### src/design/slme_pkg.sv
// Package: shared types, constants and phase table for the line motion engine.
`timescale 1ns / 1ps
package slme_pkg;

  localparam int QueueDepthDef = 32;
  localparam int CoordBitsDef  = 17;

  // Engine modes
  localparam logic [2:0] MODE_OUT     = 3'd0;
  localparam logic [2:0] MODE_SEEK    = 3'd1;
  localparam logic [2:0] MODE_RELEASE = 3'd2;
  localparam logic [2:0] MODE_READY   = 3'd3;
  localparam logic [2:0] MODE_LINE    = 3'd4;

  // Actions
  localparam logic [2:0] ACT_TICK     = 3'd0;
  localparam logic [2:0] ACT_MOVE     = 3'd1;
  localparam logic [2:0] ACT_DRAW     = 3'd2;
  localparam logic [2:0] ACT_SPEED    = 3'd3;
  localparam logic [2:0] ACT_PRESSURE = 3'd4;
  localparam logic [2:0] ACT_HOME     = 3'd5;
  localparam logic [2:0] ACT_ORIGIN   = 3'd6;

  // Queue entry kinds
  localparam logic [1:0] KIND_MOVE     = 2'd0;
  localparam logic [1:0] KIND_DRAW     = 2'd1;
  localparam logic [1:0] KIND_SPEED    = 2'd2;
  localparam logic [1:0] KIND_PRESSURE = 2'd3;

  // Config register indexes
  localparam logic [2:0] REG_MAX_X      = 3'd0;
  localparam logic [2:0] REG_MAX_Y      = 3'd1;
  localparam logic [2:0] REG_X_REACH    = 3'd2;
  localparam logic [2:0] REG_HOME_LEAD  = 3'd3;
  localparam logic [2:0] REG_MOTOR_OFF  = 3'd4;
  localparam logic [2:0] REG_PEN_SETTLE = 3'd5;
  localparam logic [2:0] REG_SEEK_DEL   = 3'd6;
  localparam logic [2:0] REG_REL_DEL    = 3'd7;

  typedef struct packed {
    logic [14:0] max_x;
    logic [14:0] max_y;
    logic [11:0] x_reach;
    logic [11:0] home_lead;
    logic [15:0] motor_off_ticks;
    logic [7:0]  pen_settle_ticks;
    logic [3:0]  home_seek_delay;
    logic [3:0]  home_release_delay;
  } cfg_t;

  // Queue entry: kind, a (16b), b (16b)
  typedef struct packed {
    logic [1:0]  kind;
    logic [15:0] a;
    logic [15:0] b;
  } qentry_t;

  function automatic logic [7:0] phase_lut(input logic [3:0] idx);
    logic [7:0] v;
    unique case (idx)
      4'd0:  v = 8'h02;  4'd1:  v = 8'h06;  4'd2:  v = 8'h0a;  4'd3:  v = 8'h09;
      4'd4:  v = 8'h08;  4'd5:  v = 8'h18;  4'd6:  v = 8'h28;  4'd7:  v = 8'h24;
      4'd8:  v = 8'h20;  4'd9:  v = 8'h60;  4'd10: v = 8'ha0;  4'd11: v = 8'h90;
      4'd12: v = 8'h80;  4'd13: v = 8'h81;  4'd14: v = 8'h82;  default: v = 8'h42;
    endcase
    return v;
  endfunction

endpackage

### src/design/slme_cfg.sv
// Configuration register file for the line motion engine.
`timescale 1ns / 1ps
module slme_cfg
  import slme_pkg::*;
(
  input  logic        clk,
  input  logic        rst_n,
  input  logic        cfg_we,
  input  logic [2:0]  cfg_index,
  input  logic [15:0] cfg_data,
  output cfg_t        cfg
);

  cfg_t cfg_r;
  assign cfg = cfg_r;

  // Register writes
  always_ff @(posedge clk) begin
    if (!rst_n) begin
      cfg_r.max_x              <= 15'd32000;
      cfg_r.max_y              <= 15'd4800;
      cfg_r.x_reach            <= 12'd250;
      cfg_r.home_lead          <= 12'd100;
      cfg_r.motor_off_ticks    <= 16'd30000;
      cfg_r.pen_settle_ticks   <= 8'd50;
      cfg_r.home_seek_delay    <= 4'd1;
      cfg_r.home_release_delay <= 4'd4;
    end else if (cfg_we) begin
      unique case (cfg_index)
        REG_MAX_X:      cfg_r.max_x              <= cfg_data[14:0];
        REG_MAX_Y:      cfg_r.max_y              <= cfg_data[14:0];
        REG_X_REACH:    cfg_r.x_reach            <= cfg_data[11:0];
        REG_HOME_LEAD:  cfg_r.home_lead          <= cfg_data[11:0];
        REG_MOTOR_OFF:  cfg_r.motor_off_ticks    <= cfg_data;
        REG_PEN_SETTLE: cfg_r.pen_settle_ticks   <= cfg_data[7:0];
        REG_SEEK_DEL:   cfg_r.home_seek_delay    <= cfg_data[3:0];
        default:        cfg_r.home_release_delay <= cfg_data[3:0];
      endcase
    end
  end

endmodule

### src/design/slme_queue.sv
// Command queue: synchronous memory with prefetched head entry.
`timescale 1ns / 1ps
module slme_queue
  import slme_pkg::*;
#(
  parameter int QUEUE_DEPTH = QueueDepthDef
) (
  input  logic    clk,
  input  logic    rst_n,
  input  logic    push,
  input  qentry_t push_data,
  input  logic    pop,
  input  logic    flush,
  output logic    full,
  output logic    empty,
  output qentry_t head
);

  localparam int AW = (QUEUE_DEPTH > 1) ? $clog2(QUEUE_DEPTH) : 1;
  localparam int CW = $clog2(QUEUE_DEPTH + 1);

  qentry_t mem [QUEUE_DEPTH];
  logic [AW-1:0] wp_r, rp_r, rp_nxt;
  logic [CW-1:0] cnt_r, cnt_nxt;
  qentry_t rd_q;
  logic fwd_r;
  qentry_t fwd_data_r;

  function automatic logic [AW-1:0] inc(input logic [AW-1:0] p);
    return (p == AW'(QUEUE_DEPTH - 1)) ? '0 : p + 1'b1;
  endfunction

  assign full  = (cnt_r == CW'(QUEUE_DEPTH));
  assign empty = (cnt_r == '0);

  // Read address is next head so data arrives in time
  always_comb begin
    rp_nxt  = rp_r;
    cnt_nxt = cnt_r;
    if (flush) begin
      rp_nxt  = wp_r;
      cnt_nxt = '0;
    end else if (pop) begin
      rp_nxt  = inc(rp_r);
      cnt_nxt = cnt_r - 1'b1;
    end else if (push) begin
      cnt_nxt = cnt_r + 1'b1;
    end
  end

  // Memory write and registered read
  always_ff @(posedge clk) begin
    if (push) mem[wp_r] <= push_data;
    rd_q       <= mem[rp_nxt];
    fwd_data_r <= push_data;
  end

  // Forward a write to the entry that becomes head next cycle
  always_ff @(posedge clk) begin
    if (!rst_n) begin
      wp_r  <= '0;
      rp_r  <= '0;
      cnt_r <= '0;
      fwd_r <= 1'b0;
    end else begin
      if (push) wp_r <= inc(wp_r);
      rp_r  <= rp_nxt;
      cnt_r <= cnt_nxt;
      fwd_r <= push && (wp_r == rp_nxt);
    end
  end

  assign head = fwd_r ? fwd_data_r : rd_q;

endmodule

### src/design/slme_motion.sv
// Motion core: homing, line stepping, pen control and coil drive.
`timescale 1ns / 1ps
module slme_motion
  import slme_pkg::*;
#(
  parameter int COORD_BITS = CoordBitsDef
) (
  input  logic        clk,
  input  logic        rst_n,
  input  cfg_t        cfg,
  input  logic        go,
  input  logic [2:0]  action,
  input  logic [15:0] x_coord,
  input  logic [15:0] y_coord,
  input  logic        home_switch,
  input  logic        stop_button,
  input  logic        q_full,
  input  logic        q_empty,
  input  qentry_t     q_head,
  output logic        q_push,
  output qentry_t     q_push_data,
  output logic        q_pop,
  output logic        q_flush,
  output logic [7:0]  coil_x,
  output logic [7:0]  coil_y,
  output logic        pen_is_down,
  output logic        speed_strobe,
  output logic [15:0] speed_value,
  output logic        pressure_strobe,
  output logic [15:0] pressure_value,
  output logic        accepted,
  output logic [2:0]  mode
);

  localparam int CB = COORD_BITS;
  localparam int WB = (CB > 17) ? CB + 2 : 19;

  logic signed [CB-1:0] pos_x_r, pos_x_nxt, pos_y_r, pos_y_nxt;
  logic [15:0] org_x_r, org_x_nxt, org_y_r, org_y_nxt;
  logic [2:0]  mode_r, mode_nxt;
  logic [CB-1:0] lstep_r, lstep_nxt, lsteps_r, lsteps_nxt, lminor_r, lminor_nxt;
  logic signed [CB:0] lerr_r, lerr_nxt;
  logic dirx_r, dirx_nxt, diry_r, diry_nxt, steep_r, steep_nxt;
  logic [7:0]  pause_r, pause_nxt;
  logic [15:0] idle_r, idle_nxt;
  logic        pen_r, pen_nxt;
  logic [15:0] coil_r, coil_nxt;
  logic        sps, prs, acc;
  logic [15:0] spv, prv;

  // Combinational work variables
  logic signed [WB-1:0] tx, ty, lo, dxs, dys;
  logic [WB-1:0] adx, ady;
  logic signed [CB:0] e1;
  logic do_line, pen_chg;

  always_comb begin
    pos_x_nxt = pos_x_r;  pos_y_nxt = pos_y_r;
    org_x_nxt = org_x_r;  org_y_nxt = org_y_r;
    mode_nxt = mode_r;
    lstep_nxt = lstep_r;  lsteps_nxt = lsteps_r;  lminor_nxt = lminor_r;
    lerr_nxt = lerr_r;
    dirx_nxt = dirx_r;  diry_nxt = diry_r;  steep_nxt = steep_r;
    pause_nxt = pause_r;  idle_nxt = idle_r;
    pen_nxt = pen_r;  coil_nxt = coil_r;
    q_push = 1'b0;  q_pop = 1'b0;  q_flush = 1'b0;
    q_push_data = '0;
    sps = 1'b0; prs = 1'b0; spv = '0; prv = '0; acc = 1'b0;
    do_line = 1'b0; pen_chg = 1'b0;
    tx = WB'($signed(x_coord)) + WB'(org_x_r);
    ty = WB'($signed(y_coord)) + WB'(org_y_r);
    lo = (action == ACT_MOVE) ? -WB'(cfg.x_reach) : '0;
    dxs = '0; dys = '0; adx = '0; ady = '0; e1 = '0;

    if (go) begin
      unique case (action)
        ACT_TICK: begin
          if (pause_r != '0) begin
            pause_nxt = pause_r - 1'b1;
          end else begin
            if (stop_button) begin
              mode_nxt = MODE_READY;
              q_flush = 1'b1;
              if (pen_r) pause_nxt = cfg.pen_settle_ticks;
              pen_nxt = 1'b0;
              coil_nxt = '0;
            end
            unique case (mode_nxt)
              MODE_OUT: begin
                if (pos_y_r < 0) pos_y_nxt = pos_y_r + 1'b1;
                else mode_nxt = MODE_SEEK;
              end
              MODE_SEEK: begin
                pause_nxt = 8'(cfg.home_seek_delay);
                if (!home_switch) pos_y_nxt = pos_y_r - 1'b1;
                else mode_nxt = MODE_RELEASE;
              end
              MODE_RELEASE: begin
                pause_nxt = 8'(cfg.home_release_delay);
                if (home_switch) pos_y_nxt = pos_y_r + 1'b1;
                else begin
                  pos_y_nxt = '0;
                  org_x_nxt = '0;
                  org_y_nxt = '0;
                  mode_nxt = MODE_READY;
                end
              end
              MODE_LINE: do_line = 1'b1;
              default: begin
                // Pop next command when the queue holds one
                if (!q_flush && !q_empty) begin
                  q_pop = 1'b1;
                  unique case (q_head.kind)
                    KIND_SPEED: begin sps = 1'b1; spv = q_head.a; end
                    KIND_PRESSURE: begin prs = 1'b1; prv = q_head.a; end
                    default: begin
                      if (q_head.kind == KIND_MOVE) begin
                        if (pen_r) pause_nxt = cfg.pen_settle_ticks;
                        pen_nxt = 1'b0;
                      end else if (!(pos_x_r < 0 || pos_y_r < 0 || pen_r)) begin
                        pen_nxt = 1'b1;
                        pause_nxt = cfg.pen_settle_ticks;
                      end
                      dxs = WB'($signed(q_head.a)) - WB'(pos_x_r);
                      dys = WB'($signed(q_head.b)) - WB'(pos_y_r);
                      if (dxs != '0 || dys != '0) begin
                        dirx_nxt = (dxs > 0);
                        diry_nxt = (dys > 0);
                        adx = (dxs > 0) ? WB'(dxs) : WB'(-dxs);
                        ady = (dys > 0) ? WB'(dys) : WB'(-dys);
                        steep_nxt = !(adx > ady);
                        lsteps_nxt = steep_nxt ? CB'(ady) : CB'(adx);
                        lminor_nxt = steep_nxt ? CB'(adx) : CB'(ady);
                        lstep_nxt = '0;
                        lerr_nxt = (CB+1)'(lsteps_nxt >> 1);
                        mode_nxt = MODE_LINE;
                        do_line = 1'b1;
                      end
                    end
                  endcase
                end
              end
            endcase
            // One Bresenham step
            if (do_line) begin
              if (lstep_nxt >= lsteps_nxt) begin
                mode_nxt = MODE_READY;
              end else begin
                lstep_nxt = lstep_nxt + 1'b1;
                e1 = lerr_nxt - $signed({1'b0, lminor_nxt});
                if (e1 < 0) begin
                  lerr_nxt = e1 + $signed({1'b0, lsteps_nxt});
                  pos_x_nxt = dirx_nxt ? pos_x_r + 1'b1 : pos_x_r - 1'b1;
                  pos_y_nxt = diry_nxt ? pos_y_r + 1'b1 : pos_y_r - 1'b1;
                end else begin
                  lerr_nxt = e1;
                  if (steep_nxt) pos_y_nxt = diry_nxt ? pos_y_r + 1'b1 : pos_y_r - 1'b1;
                  else pos_x_nxt = dirx_nxt ? pos_x_r + 1'b1 : pos_x_r - 1'b1;
                end
                mode_nxt = MODE_LINE;
              end
            end
            // Coil drive or idle timeout
            if (mode_nxt == MODE_READY) begin
              if (idle_r != '0) idle_nxt = idle_r - 1'b1;
              else coil_nxt = '0;
            end else begin
              coil_nxt = {phase_lut(pos_y_nxt[3:0]), phase_lut(pos_x_nxt[3:0])};
              idle_nxt = cfg.motor_off_ticks;
            end
          end
        end
        ACT_MOVE, ACT_DRAW: begin
          // Signed compares: a move may reach into negative x
          if (!q_full && tx >= lo && tx <= $signed(WB'(cfg.max_x)) && ty >= 0
              && ty <= $signed(WB'(cfg.max_y))) begin
            q_push = 1'b1;
            q_push_data.kind = (action == ACT_MOVE) ? KIND_MOVE : KIND_DRAW;
            q_push_data.a = tx[15:0];
            q_push_data.b = ty[15:0];
            acc = 1'b1;
          end
        end
        ACT_SPEED, ACT_PRESSURE: begin
          if (!q_full) begin
            q_push = 1'b1;
            q_push_data.kind = (action == ACT_SPEED) ? KIND_SPEED : KIND_PRESSURE;
            q_push_data.a = x_coord;
            acc = 1'b1;
          end
        end
        ACT_HOME: begin
          if (q_empty) begin
            if (pen_r) pause_nxt = cfg.pen_settle_ticks;
            pen_nxt = 1'b0;
            pos_y_nxt = -CB'(cfg.home_lead);
            pos_x_nxt = -CB'(cfg.x_reach);
            mode_nxt = MODE_OUT;
            acc = 1'b1;
          end
        end
        ACT_ORIGIN: begin
          if (q_empty && pos_x_r >= 0 && pos_y_r >= 0) begin
            org_x_nxt = 16'(pos_x_r);
            org_y_nxt = 16'(pos_y_r);
            acc = 1'b1;
          end
        end
        default: ;
      endcase
    end
  end

  // State registers
  always_ff @(posedge clk) begin
    if (!rst_n) begin
      pos_x_r <= -CB'(12'd250);
      pos_y_r <= -CB'(12'd100);
      org_x_r <= '0;  org_y_r <= '0;
      mode_r <= MODE_OUT;
      lstep_r <= '0;  lsteps_r <= '0;  lminor_r <= '0;  lerr_r <= '0;
      dirx_r <= 1'b0;  diry_r <= 1'b0;  steep_r <= 1'b0;
      pause_r <= '0;  idle_r <= 16'd30000;
      pen_r <= 1'b0;  coil_r <= '0;
    end else begin
      pos_x_r <= pos_x_nxt;  pos_y_r <= pos_y_nxt;
      org_x_r <= org_x_nxt;  org_y_r <= org_y_nxt;
      mode_r <= mode_nxt;
      lstep_r <= lstep_nxt;  lsteps_r <= lsteps_nxt;  lminor_r <= lminor_nxt;
      lerr_r <= lerr_nxt;
      dirx_r <= dirx_nxt;  diry_r <= diry_nxt;  steep_r <= steep_nxt;
      pause_r <= pause_nxt;  idle_r <= idle_nxt;
      pen_r <= pen_nxt;  coil_r <= coil_nxt;
    end
  end

  // Result fields, registered by the caller
  assign coil_x = coil_nxt[7:0];
  assign coil_y = coil_nxt[15:8];
  assign pen_is_down = pen_nxt;
  assign speed_strobe = sps;
  assign speed_value = spv;
  assign pressure_strobe = prs;
  assign pressure_value = prv;
  assign accepted = acc;
  assign mode = mode_nxt;

endmodule

### src/design/stepper_line_motion_engine_core.sv
// Top level of the two-axis stepper line motion engine.
// Usage:
//  - Input stream carries one command or tick per transaction; a tick runs
//    pause, stop abort, homing or command pop and one Bresenham step.
//  - Output stream returns one result per input transaction: coil drives,
//    pen level, speed/pressure strobes, accepted flag and engine mode.
//  - The result of an accepted input is valid in the cycle after acceptance.
//  - Throughput is one item per cycle while the receiver takes results; the
//    command memory read is registered, covered by prefetching the head entry and forwarding a fresh push.
//  - A single output register holds the result; in_tready is high when it
//    is empty or being taken, so a stalled receiver stalls the input.
//  - Reset (rst_n low, synchronous) restores register defaults, the
//    homing start position and an empty queue; no clearing pass is needed.
//  - Config writes via cfg_we/cfg_index/cfg_data only while idle.
`timescale 1ns / 1ps
module stepper_line_motion_engine_core
  import slme_pkg::*;
#(
  parameter int QUEUE_DEPTH = QueueDepthDef,
  parameter int COORD_BITS  = CoordBitsDef
) (
  input  logic        clk,
  input  logic        rst_n,
  input  logic        cfg_we,
  input  logic [2:0]  cfg_index,
  input  logic [15:0] cfg_data,
  input  logic        in_tvalid,
  output logic        in_tready,
  // tdata: action[2:0], x_coord[18:3], y_coord[34:19], home_switch[35], stop_button[36]
  input  logic [39:0] in_tdata,
  output logic        out_tvalid,
  input  logic        out_tready,
  // tdata: coil_x[7:0], coil_y[15:8], pen_is_down[16], speed_strobe[17],
  // speed_value[33:18], pressure_strobe[34], pressure_value[50:35],
  // accepted[51], mode[54:52]
  output logic [55:0] out_tdata
);

  cfg_t cfg;
  logic go, q_full, q_empty, q_push, q_pop, q_flush;
  qentry_t q_head, q_push_data;
  logic [7:0] cx, cy;
  logic pd, ss, ps, ac;
  logic [15:0] sv, pv;
  logic [2:0] md;
  logic vld_r;
  logic [55:0] res_r;

  assign in_tready = !vld_r || out_tready;
  assign go = in_tvalid && in_tready;

  slme_cfg u_cfg (
    .clk(clk), .rst_n(rst_n), .cfg_we(cfg_we), .cfg_index(cfg_index),
    .cfg_data(cfg_data), .cfg(cfg)
  );

  slme_queue #(.QUEUE_DEPTH(QUEUE_DEPTH)) u_queue (
    .clk(clk), .rst_n(rst_n), .push(q_push), .push_data(q_push_data),
    .pop(q_pop), .flush(q_flush), .full(q_full), .empty(q_empty), .head(q_head)
  );

  slme_motion #(.COORD_BITS(COORD_BITS)) u_motion (
    .clk(clk), .rst_n(rst_n), .cfg(cfg), .go(go),
    .action(in_tdata[2:0]), .x_coord(in_tdata[18:3]), .y_coord(in_tdata[34:19]),
    .home_switch(in_tdata[35]), .stop_button(in_tdata[36]),
    .q_full(q_full), .q_empty(q_empty), .q_head(q_head),
    .q_push(q_push), .q_push_data(q_push_data), .q_pop(q_pop), .q_flush(q_flush),
    .coil_x(cx), .coil_y(cy), .pen_is_down(pd), .speed_strobe(ss),
    .speed_value(sv), .pressure_strobe(ps), .pressure_value(pv),
    .accepted(ac), .mode(md)
  );

  // Output register
  always_ff @(posedge clk) begin
    if (!rst_n) vld_r <= 1'b0;
    else if (in_tready) vld_r <= in_tvalid;
  end

  always_ff @(posedge clk) begin
    if (go) res_r <= {1'b0, md, ac, pv, ps, sv, ss, pd, cy, cx};
  end

  assign out_tvalid = vld_r;
  assign out_tdata  = res_r;

endmodule

### config.mk
export PLATFORM = sky130hd
export DESIGN_NAME = stepper_line_motion_engine_core
export DESIGN_NICKNAME = d
export VERILOG_FILES = /design/src/design/slme_pkg.sv /design/src/design/slme_cfg.sv /design/src/design/slme_queue.sv /design/src/design/slme_motion.sv /design/src/design/stepper_line_motion_engine_core.sv
export SDC_FILE = /design/constraint.sdc
export NUM_CORES = 2
export LEC_CHECK = 0
export BUFFER_PORTS_ARGS = -buffer_cell sky130_fd_sc_hd__buf_4
export CAP_MARGIN = 20
export CORE_MARGIN = 4
export CORE_UTILIZATION = 63
export DETAILED_ROUTE_END_ITERATION = 8
export GPL_ROUTABILITY_DRIVEN = 0
export PLACE_DENSITY = 0.8
export SYNTH_ARGS = -nofsm -noshare
export SYNTH_HDL_FRONTEND = slang
export SYNTH_SLANG_ARGS = --single-unit
### constraint.sdc
create_clock -name clk -period 12.9 [get_ports clk]
set_clock_uncertainty 0.05 [all_clocks]
set_input_delay 1.935 -clock clk [delete_from_list [all_inputs] [get_ports clk]]
set_output_delay 1.935 -clock clk [all_outputs]
set_load 0.02 [all_outputs]
# After elaboration in Yosys (flattened, before gate mapping)
# Memories as Yosys holds them, arrays and structs flattened. A register that Yosys moved wholly into a read port is not among the register bits.
# Index checks and enable logic that the tools add are counted.
# W data, S select, Z words.
[word_totals]
word_cells = 353
ramBits = 1088
rom_bits = 256
input_bits = 64
reg_bits = 375
n_memories = 3
latchBits = 0
[mem_list]
columns = ["memory", "words", "word_bits", "rd", "rd_clocked_by_memory_dff", "wr", "line_no", "rtl"]
rows = [
  ["u_queue.mem", 32, 34, 1, 1, 1, "slme_queue.sv:22", "qentry_t mem [QUEUE_DEPTH];"],
  ["(name not given)", 16, 8, 1, 0, 0, "slme_pkg.sv:60", "unique case (idx)"],
  ["(name not given)", 16, 8, 1, 0, 0, "slme_pkg.sv:60", ""],
]
[op_classes]
n_mul = 0
n_div = 0
n_reduce_logical = 55
n_addsub = 22
magnitude_cmp = 13
mux = 185
n_eq_ne = 31
bitwise_logic = 7
shifts = 0
[op_table]
columns = ["operator", "count"]
rows = [
  ["$mux W17", 48],
  ["$mux W16", 14],
  ["$mux W18", 11],
  ["$mux W34", 3],
  ["$mux W8", 9],
  ["$pmux W17 S2", 2],
  ["$pmux W16 S2", 2],
  ["$mux W1", 59],
  ["$mux W19", 3],
  ["$mux W3", 18],
  ["$add A17 B1 Y17 const B", 3],
  ["$pmux W17 S3", 1],
  ["$neg A18 Y19", 2],
  ["$reduce_bool A19 Y1", 2],
  ["$add A16 B17 Y18", 2],
  ["$gt A18 B1 Y1 const B", 2],
  ["$pmux W18 S2", 1],
  ["$sub A16 B17 Y18", 2],
  ["$ge A17 B1 Y1 const B", 2],
  ["$lt A17 B1 Y1 const B", 2],
  ["$neg A12 Y17", 2],
  ["$sub A17 B1 Y17 const B", 2],
  ["$pmux W8 S3", 1],
  ["$eq A3 B3 Y1 const B", 7],
  ["53 further kinds", 113],
]

# Depth between registers and ports, before layout
# An unclocked memory read counts as a cell.
[depth]
ltp_word = 26
ltp_mapped = 56
depth_no_buf = 51

# Cells and area by module
# Synthesis repeated with hierarchy kept, for this count alone.
[unflattened]
hier_cells = 6009
hier_area_um2 = 71730.0
[by_module_without_submodules]
columns = ["module", "cells_per_inst", "area_per_inst_um2", "n_inst"]
rows = [
  ["slme_queue", 2714, 45662.5, 1],
  ["slme_motion", 2907, 20926.3, 1],
  ["slme_cfg", 326, 3420.8, 1],
  ["stepper_line_motion_engine_core", 62, 1720.4, 1],
]

# Worst setup path before layout
# No wires, ideal clock.
[synth_path]
path_type = "register to register"
from = "reg u_queue.fwd_r"
to = "reg res_r[4], in the netlist out_tdata[4], data pin"
slack_ps = 2056
stages_incl_launch_ff = 46
n_path_buf = 5
setup_ps = 256
required_time_ps = 12594
t_arrival_ps = 10537
path_cell_list = "dfxtp_1 -> clkbuf_1 -> buf_1 -> mux2i_1 -> ha_1 -> inv_1 -> fa_1 -> a211oi_4 -> o211a_4 -> nor2_1 -> xnor2_1 -> o2111ai_2 -> nand2b_1 -> or2_2 -> nor2_1 -> nand2_1 -> o41ai_1 -> xor2_1 -> (+10 left out) -> clkbuf_1 -> a21oi_1 -> nand2_1 -> and2_1 -> ha_1 -> nor2b_1 -> o31a_1 -> o41ai_1 -> o21ai_0 -> a31oi_1 -> o21ai_0 -> o41ai_1 -> xor2_1 -> o21ai_1 -> nor2_2 -> mux2_2 -> mux2i_1 -> a22o_1"
[synth_via]
elab_chain_cells = 26
elab_cells_between_ends = 94
cone_classes = "add/sub: 5; order compare: 5; eq/ne: 3; mux: 75; reduce/logical: 5; memory: 1"
[synth_lines]
columns = ["element", "line_no", "rtl"]
rows = [
  ["from (decl)", "slme_queue.sv:26", "logic fwd_r;"],
  ["from (signal assigned)", "slme_queue.sv:69", "fwd_r <= push && (wp_r == rp_nxt);"],
  ["$mux W34 *", "slme_queue.sv:73", "assign head = fwd_r ? fwd_data_r : rd_q;"],
  ["$sub A16 B17 Y18, on equally long branches", "slme_motion.sv:124, slme_motion.sv:125", ""],
  ["$neg A18 Y19 (tied with other cells)", "slme_motion.sv:129", "adx = (dxs > 0) ? WB'(dxs) : WB'(-dxs);"],
  ["$mux W19, on equally long branches", "slme_motion.sv:129, slme_motion.sv:130", ""],
  ["$gt A19 B19 Y1", "slme_motion.sv:131", "steep_nxt = !(adx > ady);"],
  ["$mux W17, on equally long branches", "slme_motion.sv:132, slme_motion.sv:133", ""],
  ["$mux W18 / $mux W17 (equally long branches)", "slme_motion.sv:126", "if (dxs != '0 || dys != '0) begin"],
  ["$mux W18 / $mux W17 (equally long branches)", "slme_motion.sv:113", "unique case (q_head.kind)"],
  ["(+11 left out)", "n/a", ""],
  ["$mux W17", "slme_motion.sv:76", "unique case (action)"],
  ["$mux W17", "slme_motion.sv:75", "if (go) begin"],
  ["$mem_v2 Z16 W8", "n/a", ""],
  ["$mux W16 *", "slme_motion.sv:164", "if (mode_nxt == MODE_READY) begin"],
  ["$mux W16 *", "slme_motion.sv:78", "if (pause_r != '0) begin"],
  ["$mux W16 *", "slme_motion.sv:76", ""],
  ["$mux W16 *", "slme_motion.sv:75", ""],
  ["named net cx[4]", "stepper_line_motion_engine_core.sv:42", "logic [7:0] cx, cy;"],
  ["to (signal assigned)", "stepper_line_motion_engine_core.sv:80", "if (go) res_r <= {1'b0, md, ac, pv, ps, sv, ss, pd, cy, cx};"],
  ["to (decl)", "stepper_line_motion_engine_core.sv:47", "logic [55:0] res_r;"],
]
# The timed path passes the listed nets; every way through them passes the cells marked *. The select of a mux whose other input is x is not followed.
# A chain may end at the register's enable or synchronous reset.

# Worst setup path in the final report
[layout_path]
from = "reg u_queue.fwd_r"
to = "reg u_motion.lerr_r[15]"
[layout_via]
elab_chain_cells = 18
elab_cells_between_ends = 60
cone_classes = "add/sub: 6; order compare: 5; eq/ne: 2; mux: 43; reduce/logical: 4"
[layout_lines]
columns = ["element", "line_no", "rtl"]
rows = [
  ["$mux W34 *", "slme_queue.sv:73", ""],
  ["$sub A16 B17 Y18, on equally long branches", "slme_motion.sv:124, slme_motion.sv:125", ""],
  ["$neg A18 Y19 (tied with other cells)", "slme_motion.sv:129", ""],
  ["$mux W19, on equally long branches", "slme_motion.sv:129, slme_motion.sv:130", ""],
  ["$gt A19 B19 Y1", "slme_motion.sv:131", ""],
  ["$mux W17, on equally long branches", "slme_motion.sv:132, slme_motion.sv:133", ""],
  ["$mux W18 / $mux W17 (equally long branches)", "slme_motion.sv:126", ""],
  ["$mux W18 / $mux W17 (equally long branches)", "slme_motion.sv:113", ""],
  ["(+2 left out)", "n/a", ""],
  ["$mux W18 / $mux W17 (equally long branches)", "slme_motion.sv:78", ""],
  ["$mux W18 / $mux W17 (equally long branches)", "slme_motion.sv:76", ""],
  ["$mux W18 / $mux W17 (equally long branches)", "slme_motion.sv:75", ""],
  ["$sub A18 B18 Y18", "slme_motion.sv:150", "e1 = lerr_nxt - $signed({1'b0, lminor_nxt});"],
  ["$add A18 B18 Y18 / $lt A18 B1 Y1 (equally long branches)", "slme_motion.sv:152, slme_motion.sv:151", ""],
  ["$mux W18", "slme_motion.sv:151", "if (e1 < 0) begin"],
  ["$mux W18", "slme_motion.sv:146", "if (lstep_nxt >= lsteps_nxt) begin"],
  ["$mux W18 *", "slme_motion.sv:145", "if (do_line) begin"],
  ["to (signal assigned)", "slme_motion.sv:230", "lerr_r <= lerr_nxt;"],
  ["to (decl)", "slme_motion.sv:42", "logic signed [CB:0] lerr_r, lerr_nxt;"],
]
# Every way passes the cells marked *; elsewhere a longest branch is shown, timed or not. The select of a mux whose other input is x is not followed.

==> results.md <==
* Layout cells sized above 1 at 0.0876
* Critical path's most frequent cell: o21ai_0
* Nets at approximately 7200
* Avg Cell Area, Syn at roughly 10 um2
* #FFs+latches synth at between 1000 and 1500
* Cell area after synthesis at a little over 0.07 mm2
* Chip height at 346 um
* R2R Setup Slk at roughly 760 ps
* Max-slew headroom at 0.180
* Synth Flop Type: edfxtp_1
* Largest net degree at the start of global routing at 180
* EDFF count, synth at ~1100
* DR DRC count at 0
* Final Hold Viols at 0
* Routed Antenna Nets at 0
* Crit-path slowest cell: or3_1
* Leakage power at 29.8 nW
* Clock insertion delay at the later pin of the skew report at about 800 ps
* Post-Synth Adder-Cell Area at 0.0417
* Vias per inst at 6.53
* Slew Viols, Final at 0
* XOR/XNOR share of the synthesized area at 0.0210
* 1st-pass router iterations at 9
* Worst path bufs/invs at 3
* Max incr delay on CP at approximately 560 ps
* Vias in the first global route at approximately 53000
* Netlist cell types at roughly 110
* Setup crit end kind: flip-flop
* Logic pwr share at 0.125
* Final HPWL DP at around 120000 um
* WL/cell at 23.9 um
* Initial antenna violation count at 5
* Synth warnings at 0
* Crit path from: u_queue.fwd_r$_SDFF_PN0_
* Area of the multi-input gates at about 0.029 mm2
* Via count at around 56000
* Total GRT Usage at 0.329
* FP Rows at between 100 and 150
* Area delta synth->final at 11.1%
* Clock share of power at 0.395
* Num CTS Buffers at 150
* Port Buffers at between 100 and 150
* Core area at 0.113 mm2
* Place WS at about 560 ps
* # clock sinks at about 1500
* Final Cycle Share at 0.941
* Die ar. at 0.119 mm2
* Most frequent cells in the layout: 1561 x nand2_1, 1143 x edfxtp_1, 408 x nand3_1
* Fillcell total at about 7700
* Worst R2R Start: u_queue.fwd_r$_SDFF_PN0_
* Drt initial violations at approximately 7400
* Final wirelength at just over 200000 um
* HP Class: flip-flop to flip-flop
* CTS tree: yes
* Placed insts at about 8300
* CTS root buffer: clkbuf_16
* PwrDens at about 140 mW/mm2
* Switching part of the total power at 0.260
* Maximum VDD drop at roughly 0.00014 V
* Mux share of post-synthesis cell area at 0.0184
* Initial core utilization at 0.637
* Syn Inst Count at slightly below 7000
* Fin cells at ~8600
* CP delay by family, top: compound AO/OA/AOI/OAI gates
* Post-synthesis compound-gate area fraction at 0.132
* Status: finished, final reports clean
* Async set-reset flop share out of synthesis at 0
* Worst-path fanout max at 15
* FF+latch area at about 0.041 mm2
* Clk slew on worst S/H paths at around 60 ps
* Worst endpoint required time at approximately 14000 ps
* Die W at about 350 um
* Setup violations, final at 0
* Slack of the critical path at between 700 and 800 ps
* Net Switching at between 0.002 and 0.003 W
* I/O pin total at between 100 and 150
* Min-delay src: u_motion.lsteps_r[4]$_SDFFE_PN0P_
* Critical path type: flip-flop to flip-flop
* Achievable Freq at a little over 80 MHz
* Commonest non-fill, non-tap cell in the layout: nand2_1
* Htree depth at 4
* Arr. time, crit path at between 10000 and 15000 ps
* Sequential Power Share at 0.479
* Simple-gate share of the synthesized area at 0.176
* CTS Buffer Depth at 3
* Time the worst path needs with I/O delays and setup at 12140 ps
* Post-synthesis sequential area ratio at 0.577
* RSZ-0062 raised after global routing: false
* Slew @ Worst Pin at roughly 1200 ps
* First-pass GRT wire length at a little over 300000 um
* Int Power at about 0.008 W
* Max Cap Viol at 0
* Overflow after GRT at 0
* Largest family of logic cells by synthesized area: simple AND/OR/NAND/NOR gates
* Startpoint Class: flip-flop
* Sum Neg Setup Slack at 0 ps
layer usage:
layer / GRT usage / vias to the layer above / share of wire / wire (um)
li1: - / 25200 / - / -
met1: 0.416 / 26800 / 0.36 / 73700
met2: 0.529 / 3204 / 0.47 / 95600
met3: 0.0686 / 677 / 0.11 / 21800
met4: 0.193 / 2 / 0.065 / 13400
met5: 0 / - / 0.000049 / 10
metrics by stage:
stage               hold slack (ps)  utilization  power (W)  instance area, um2
CTS                             403        0.703     0.0108               79300
detailed placement              395        0.660    0.00662               74400
floorplan                       375            -    0.00624               72000
finish                          399        0.708     0.0109               79800
global placement                388        0.659    0.00658               74300
global route                    420        0.708     0.0112               79800
path summary, 6_finish.rpt:
check | to | depth (start not counted)
min reg2reg | u_motion.lsteps_r[4]$_SDFFE_PN0P_ | 2
max reg2reg | u_motion.lerr_r[15]$_SDFFE_PN0P_ | 47
max | u_motion.lerr_r[15]$_SDFFE_PN0P_ | 47
min | u_motion.lsteps_r[4]$_SDFFE_PN0P_ | 2
cell families (layout without fill, tap and decap cells):
| group | Yosys count | in the layout |
|---|---|---|
| other cells | 2 | 40 |
| mux | 127 | 127 |
| flops | 1497 | 1497 |
| buf+inv | 637 | 723 |
| fa+ha+maj | 235 | 235 |
| compound gates | 1404 | 1404 |
| simple gates | 2866 | 2866 |
| xor+xnor | 170 | 170 |
final cells by class:
type	instances	share of cell area
sequential	1497	0.519
multi-input combinational	4838	0.358
clock buffer	196	0.0511
timing repair buffer	253	0.0294
tap	1500	0.0235
clock inverter	76	0.00970
inverter	198	0.00939
antenna	4	0.000125
worst min-delay path, cell delays in order, from the launching register on:
cell and delay, ps:
dfxtp_1 300, nand2_1 50, a21oi_1 50
synth_stat cells, types with 28 or more instances:
library cell | instances | area, um2
nand2_1 | 1562 | 5860
edfxtp_1 | 1143 | 34300
nand3_1 | 408 | 2040
clkbuf_1 | 386 | 1450
a21oi_1 | 384 | 1920
nor2_1 | 374 | 1400
dfxtp_1 | 354 | 7090
ha_1 | 226 | 2830
a311oi_1 | 209 | 1830
inv_1 | 197 | 739
o21ai_0 | 195 | 976
and3_1 | 177 | 1110
xnor2_1 | 117 | 1020
a21o_1 | 99 | 743
mux2i_1 | 98 | 981
a211oi_1 | 87 | 653
a31oi_1 | 87 | 544
nor3_1 | 80 | 400
xor2_1 | 51 | 447
o211ai_1 | 50 | 375
and2_1 | 49 | 307
or3_1 | 41 | 257
a22oi_1 | 35 | 263
nand2b_1 | 35 | 219
buf_1 | 33 | 124
mux2_2 | 28 | 315
o22ai_1 | 28 | 175
flip-flops by register name, indices dropped and copies added, names as in the netlist, 17 cells and up:
| signal | count |
|---|---|
| u_queue.mem | 1088 |
| u_queue.fwd_data_r | 34 |
| u_motion.lsteps_r | 17 |
| u_motion.lerr_r | 18 |
| u_motion.pos_y_r | 17 |
| u_motion.lstep_r | 17 |
| u_motion.pos_x_r | 17 |
| u_cfg.cfg | 86 |
| u_motion.lminor_r | 17 |
| u_queue.rd_q | 34 |
| out_tdata | 55 |
power by group through the flow:
| stage | logic [W] | registers [W] | clock network (W) |
|---|---|---|---|
| final | 0.00136 | 0.00521 | 0.00429 |
| after global routing | 0.00147 | 0.00521 | 0.00452 |
| after CTS | 0.00132 | 0.00521 | 0.00432 |
| after detailed placement | 0.00131 | 0.00531 | 0 |
| after global placement | 0.00127 | 0.00531 | 0 |
| after floorplan | 0.000940 | 0.00530 | 0 |
timing repair:
item                                   in CTS  in global routing
endpoints found under the hold margin       0                  0
gates resized for setup                     0                  9
buffers inserted                            0                  2
setup endpoints to repair                   0                 65
hold buffers                                0                  0
Note: power is estimated with default switching activity, not from simulation.
